### config.mk
export PLATFORM = sky130hd
export DESIGN_NAME = ibs_div
export DESIGN_NICKNAME = d
export VERILOG_FILES = /design/src/ibs_div.sv
export SDC_FILE = /design/constraint.sdc
export NUM_CORES = 1
export LEC_CHECK = 0
export ABC_CLOCK_PERIOD_IN_PS = 9600
export BUFFER_PORTS_ARGS = -buffer_cell sky130_fd_sc_hd__buf_2
export CAP_MARGIN = 30
export CORE_MARGIN = 2
export CORE_UTILIZATION = 54
export DETAILED_ROUTE_END_ITERATION = 8
export GPL_TIMING_DRIVEN = 0
export PLACE_DENSITY = 0.77
export SYNTH_ARGS = -nofsm -noshare
export SYNTH_HDL_FRONTEND = slang
export SYNTH_SLANG_ARGS = --single-unit
### constraint.sdc
create_clock -name clk -period 9.6 [get_ports clk]
set_input_delay 0.96 -clock clk [delete_from_list [all_inputs] [get_ports clk]]
set_output_delay 0.96 -clock clk [all_outputs]
set_load 0.005 [all_outputs]
### src/ibs_div.sv
// Shared restoring divider: unsigned 64 by 64 bit quotient, one bit per cycle.
// No dependencies.
module ibs_div (
	input  logic        clk,
	input  logic        arst_n,
	input  logic        start,
	input  logic [63:0] dividend,
	input  logic [63:0] divisor,
	output logic        done,
	output logic [63:0] quotient
);
	logic [63:0] rem_q;
	logic [63:0] quo_q;
	logic [63:0] dvs_q;
	logic [6:0]  cnt_q;
	logic        busy_q;
	logic [64:0] trial;

	assign trial = {rem_q, quo_q[63]} - {1'b0, dvs_q};
	assign quotient = quo_q;

	always_ff @(posedge clk or negedge arst_n) begin
		if (!arst_n) begin
			busy_q <= 1'b0;
			cnt_q  <= '0;
			done   <= 1'b0;
		end else begin
			done <= 1'b0;
			if (start) begin
				busy_q <= 1'b1;
				cnt_q  <= 7'd64;
			end else if (busy_q) begin
				cnt_q <= cnt_q - 7'd1;
				if (cnt_q == 7'd1) begin
					busy_q <= 1'b0;
					done   <= 1'b1;
				end
			end
		end
	end

	always_ff @(posedge clk) begin
		if (start) begin
			rem_q <= '0;
			quo_q <= dividend;
			dvs_q <= divisor;
		end else if (busy_q) begin
			if (!trial[64]) begin
				rem_q <= trial[63:0];
				quo_q <= {quo_q[62:0], 1'b1};
			end else begin
				rem_q <= {rem_q[62:0], quo_q[63]};
				quo_q <= {quo_q[62:0], 1'b0};
			end
		end
	end

`ifndef SYNTHESIS
	a_done_pulse: assert property (@(posedge clk) disable iff (!arst_n)
		done |=> !done) else $error("divider done held");
	a_no_start_busy: assert property (@(posedge clk) disable iff (!arst_n)
		start |=> busy_q) else $error("divider did not start");
	a_cnt_range: assert property (@(posedge clk) disable iff (!arst_n)
		busy_q |-> cnt_q != 7'd0) else $error("divider count underrun");
`endif
endmodule

==> flow_summary.rst <==
.. list-table::
   :header-rows: 1

   * - Metric
     - Value
   * - Bufs on Longest Clock Path
     - 3
   * - Global route overflow
     - 0
   * - Leading cell types by total area after synthesis
     - sky130_fd_sc_hd__edfxtp_1 32%, sky130_fd_sc_hd__dfxtp_1 11%, sky130_fd_sc_hd__ha_1 6.9%
   * - CTS Hold Buffers Added
     - 0
   * - Synth Net Count
     - around 1.4k
   * - Synth Warn #
     - 0
   * - Worst reg2reg startpoint
     - quotient[63]$_DFFE_PP_
   * - Count of mapped cells out of synthesis
     - 1230
   * - Post-synthesis sequential element count
     - 201
   * - Arrival time worst endpoint
     - 4480 ps
   * - Total cell area at the placement stage
     - 13300 sq um
   * - First-pass GRT wire length
     - about 50000 um
   * - Core Footprint
     - 21800 sq um
   * - # Max-Cap Violations
     - 0
   * - Final Routed Wirelength
     - around 32000 um
   * - Path depth of the worst reg2reg path
     - 15
   * - Cell at the root of the clock tree
     - sky130_fd_sc_hd__clkbuf_16
   * - Total negative slack
     - 0 ps
   * - Final hold violation count
     - 0
   * - Run status
     - finished, final reports clean
   * - First-pass iteration count of the detailed router
     - 5
   * - Clk slew on worst S/H paths
     - roughly 60 ps
   * - Endpoint of the most critical register-to-register path
     - rem_q[24]$_SDFFE_PP0P_
   * - Dpl hpwl
     - 23700 um
   * - Upper clock frequency limit
     - roughly 250 MHz
   * - Routed via count
     - 10.2k
   * - Slack of the worst reg-to-reg path
     - 5560 ps
   * - Final ANT Viol Nets
     - 0
   * - Nets
     - approximately 1.6k
   * - Final estimated routing congestion in global placement
     - 0.939
   * - Clock latency on the worst-skew pair
     - roughly 540 ps
   * - DR WL/cell
     - 18.1 um
   * - Most used DFF post-synth
     - sky130_fd_sc_hd__edfxtp_1
   * - Fraction of layout instances using a drive strength above 1
     - about a quarter
   * - Average cell area after synthesis
     - 9.72 sq um
   * - Biggest fanout along the worst timing path
     - 10
   * - Final-report setup violation count
     - 0
   * - IR drop worst, VDD
     - 0.175 mV
   * - Cell area after synthesis
     - 12000 sq um
   * - Overall global routing resource usage
     - 26.6%
   * - Power consumption
     - around 3.2 mW
   * - Most instantiated cells after synthesis
     - 166 x sky130_fd_sc_hd__nand2_1, 128 x sky130_fd_sc_hd__edfxtp_1, 99 x sky130_fd_sc_hd__nor2_1
   * - Antenna Diode Count
     - 0
   * - Finished Core Util
     - 64.7%
   * - Synth area leader
     - sky130_fd_sc_hd__edfxtp_1
   * - Power per cell area
     - 227 nW/um^2
   * - Least-Margin Pin Slew
     - 872 ps
   * - Sequential fraction of the synthesis area
     - ~45%
   * - Fill cell count
     - 1808
   * - Clk_skew
     - roughly 25 ps
   * - DRC violation count after routing
     - 0
   * - Share of Yosys cell area claimed by the top area cell type
     - roughly 32%
   * - Initial antenna violation count
     - 0
   * - Number of pins exceeding their max-slew limit in the final report
     - 0
   * - Required time at the endpoint of the critical path
     - 10040 ps
   * - Unrepaired setup endpoints after global routing
     - false
   * - Final worst path period need
     - between 4000 and 5000 ps
   * - Final design instance area without fill
     - 14100 sq um
   * - Post-CTS Setup Repair Bufs
     - 0
   * - Clock tree from TritonCTS
     - done
   * - Async set or reset register ratio after synthesis
     - 4.48%
   * - Synthesis-to-finish area growth
     - 17.9%
   * - Number of design-rule violations left by the first detailed-router iteration
     - about 700
   * - Core Rows
     - 54
   * - Die Outline Area
     - 23300 sq um
   * - Initial Util
     - 54.9%
   * - Total clock buffers created by CTS
     - 23
   * - Type of the worst min-delay path
     - in2async
   * - Number of vias per cell after detailed routing
     - a little under 6
   * - Maximum number of pins on one net before global-route repair
     - 65
   * - Post-synth EDFFs
     - about 130
   * - Most used standard cell by instance count after synthesis
     - sky130_fd_sc_hd__nand2_1
   * - Post-cts sizing count
     - 0
   * - Post-route clock period utilization
     - between 40 and 50%
   * - WS Path Type
     - reg2reg
   * - Height of the die
     - about 150 um
   * - Number of primary I/O pins
     - around 200
   * - Critical path launch point type
     - flip-flop
   * - CTS sink count
     - ~200
   * - Count of input and output buffers
     - 195
   * - CP Capture Type
     - flip-flop
   * - Deepest level of the CTS H-tree
     - 1
   * - Tightest slew margin relative to the limit
     - 41.8%
   * - Die Wd
     - around 150 um
   * - Distinct cells, synth
     - 77
   * - Leakage power figure
     - slightly above 6 nW
   * - Number of global-route vias before repair
     - just over 10k
==> layout by cell type, fill, tap and decap left out, types with 31 or more instances in the layout <==
cell type,instances
sky130_fd_sc_hd__a21o_1,31
sky130_fd_sc_hd__a21oi_1,79
sky130_fd_sc_hd__a311oi_1,50
sky130_fd_sc_hd__buf_2,211
sky130_fd_sc_hd__clkbuf_1,48
sky130_fd_sc_hd__dfxtp_1,64
sky130_fd_sc_hd__edfxtp_1,128
sky130_fd_sc_hd__ha_1,66
sky130_fd_sc_hd__inv_1,85
sky130_fd_sc_hd__mux2_2,63
sky130_fd_sc_hd__nand2_1,165
sky130_fd_sc_hd__nor2_1,99
sky130_fd_sc_hd__xnor2_1,37
==> worst max-delay path by stage <==
stage | start | endpoint | cells after the start
6_report | quotient[63]$_DFFE_PP_ | rem_q[24]$_SDFFE_PP0P_ | 15
3_3_place_gp | start | quotient[13]$_DFFE_PP_ | 5
4_1_cts | quotient[63]$_DFFE_PP_ | rem_q[24]$_SDFFE_PP0P_ | 15
3_5_place_dp | start | quotient[60]$_DFFE_PP_ | 6
2_1_floorplan | start | quotient[0]$_DFFE_PP_ | 4
5_1_grt | quotient[63]$_DFFE_PP_ | rem_q[24]$_SDFFE_PP0P_ | 15
==> critical path, cell delays in order, from the launching register on <==
cell and delay (ps):
sky130_fd_sc_hd__edfxtp_1 400, sky130_fd_sc_hd__inv_1 70, sky130_fd_sc_hd__ha_1 220, sky130_fd_sc_hd__fa_1 390, sky130_fd_sc_hd__nand2b_1 190, sky130_fd_sc_hd__a21oi_1 260
sky130_fd_sc_hd__o221ai_1 210, sky130_fd_sc_hd__nand3_1 180, sky130_fd_sc_hd__o311ai_1 210, sky130_fd_sc_hd__a21o_4 290, sky130_fd_sc_hd__a21oi_4 250, sky130_fd_sc_hd__a31oi_4 200
sky130_fd_sc_hd__xnor2_2 330, sky130_fd_sc_hd__buf_2 350, sky130_fd_sc_hd__nand3_1 120, sky130_fd_sc_hd__a311oi_1 270
==> area by class of cell <==
type	instances	area [sq um]	share of cell area, %
buffer	69	339	2.41
clock buffer	28	604	4.29
clock inverter	14	176	1.25
inverter	86	323	2.29
multi-input combinational	874	5950	42.2
sequential	201	5350	38.0
tap	280	350	2.49
timing repair buffer	196	996	7.07
==> stage by stage <==
stage / setup slack, ps / hold WS (ps) / cells
floorplan: 6330 / 468 / 1230
global placement: 4120 / 483 / 1705
detailed placement: 5600 / 490 / 1706
CTS: 5620 / 254 / 1748
global route: 5310 / 273 / 1748
finish: 5560 / 257 / 1748
==> state kept, by name, indices dropped and copies added (netlist names) <==
register  flops
done          1
cnt_q         7
busy_q        1
rem_q        64
quotient     64
dvs_q        64
==> metal layers <==
metal	global-route usage (%)	vias up	part of all wire, %
li1	-	4898	-
met1	32.9	4808	41
met2	45.7	368	48
met3	5.49	77	7.5
met4	10.3	0	3.8
met5	0	-	0
==> cell families (layout without fill, tap and decap cells) <==
kind of cell,Yosys count,after routing,share of synthesized area (%)
muxes,65,65,6.10
xor gates and xnor gates,60,60,4.52
buffers and inverters,155,393,5.54
and+or+nand+nor,388,388,14.7
adders and majority gates,67,67,7.08
DFF,201,201,44.8
AOI/OAI and AO/OA,294,294,17.3
==> report_power, final <==
part	internal, mW	switching [mW]	total (mW)
Combinational	0.469	0.653	1.12
Sequential	1.07	0.0992	1.17
Clock	0.536	0.372	0.907
Note: power is estimated with default switching activity, not from simulation.
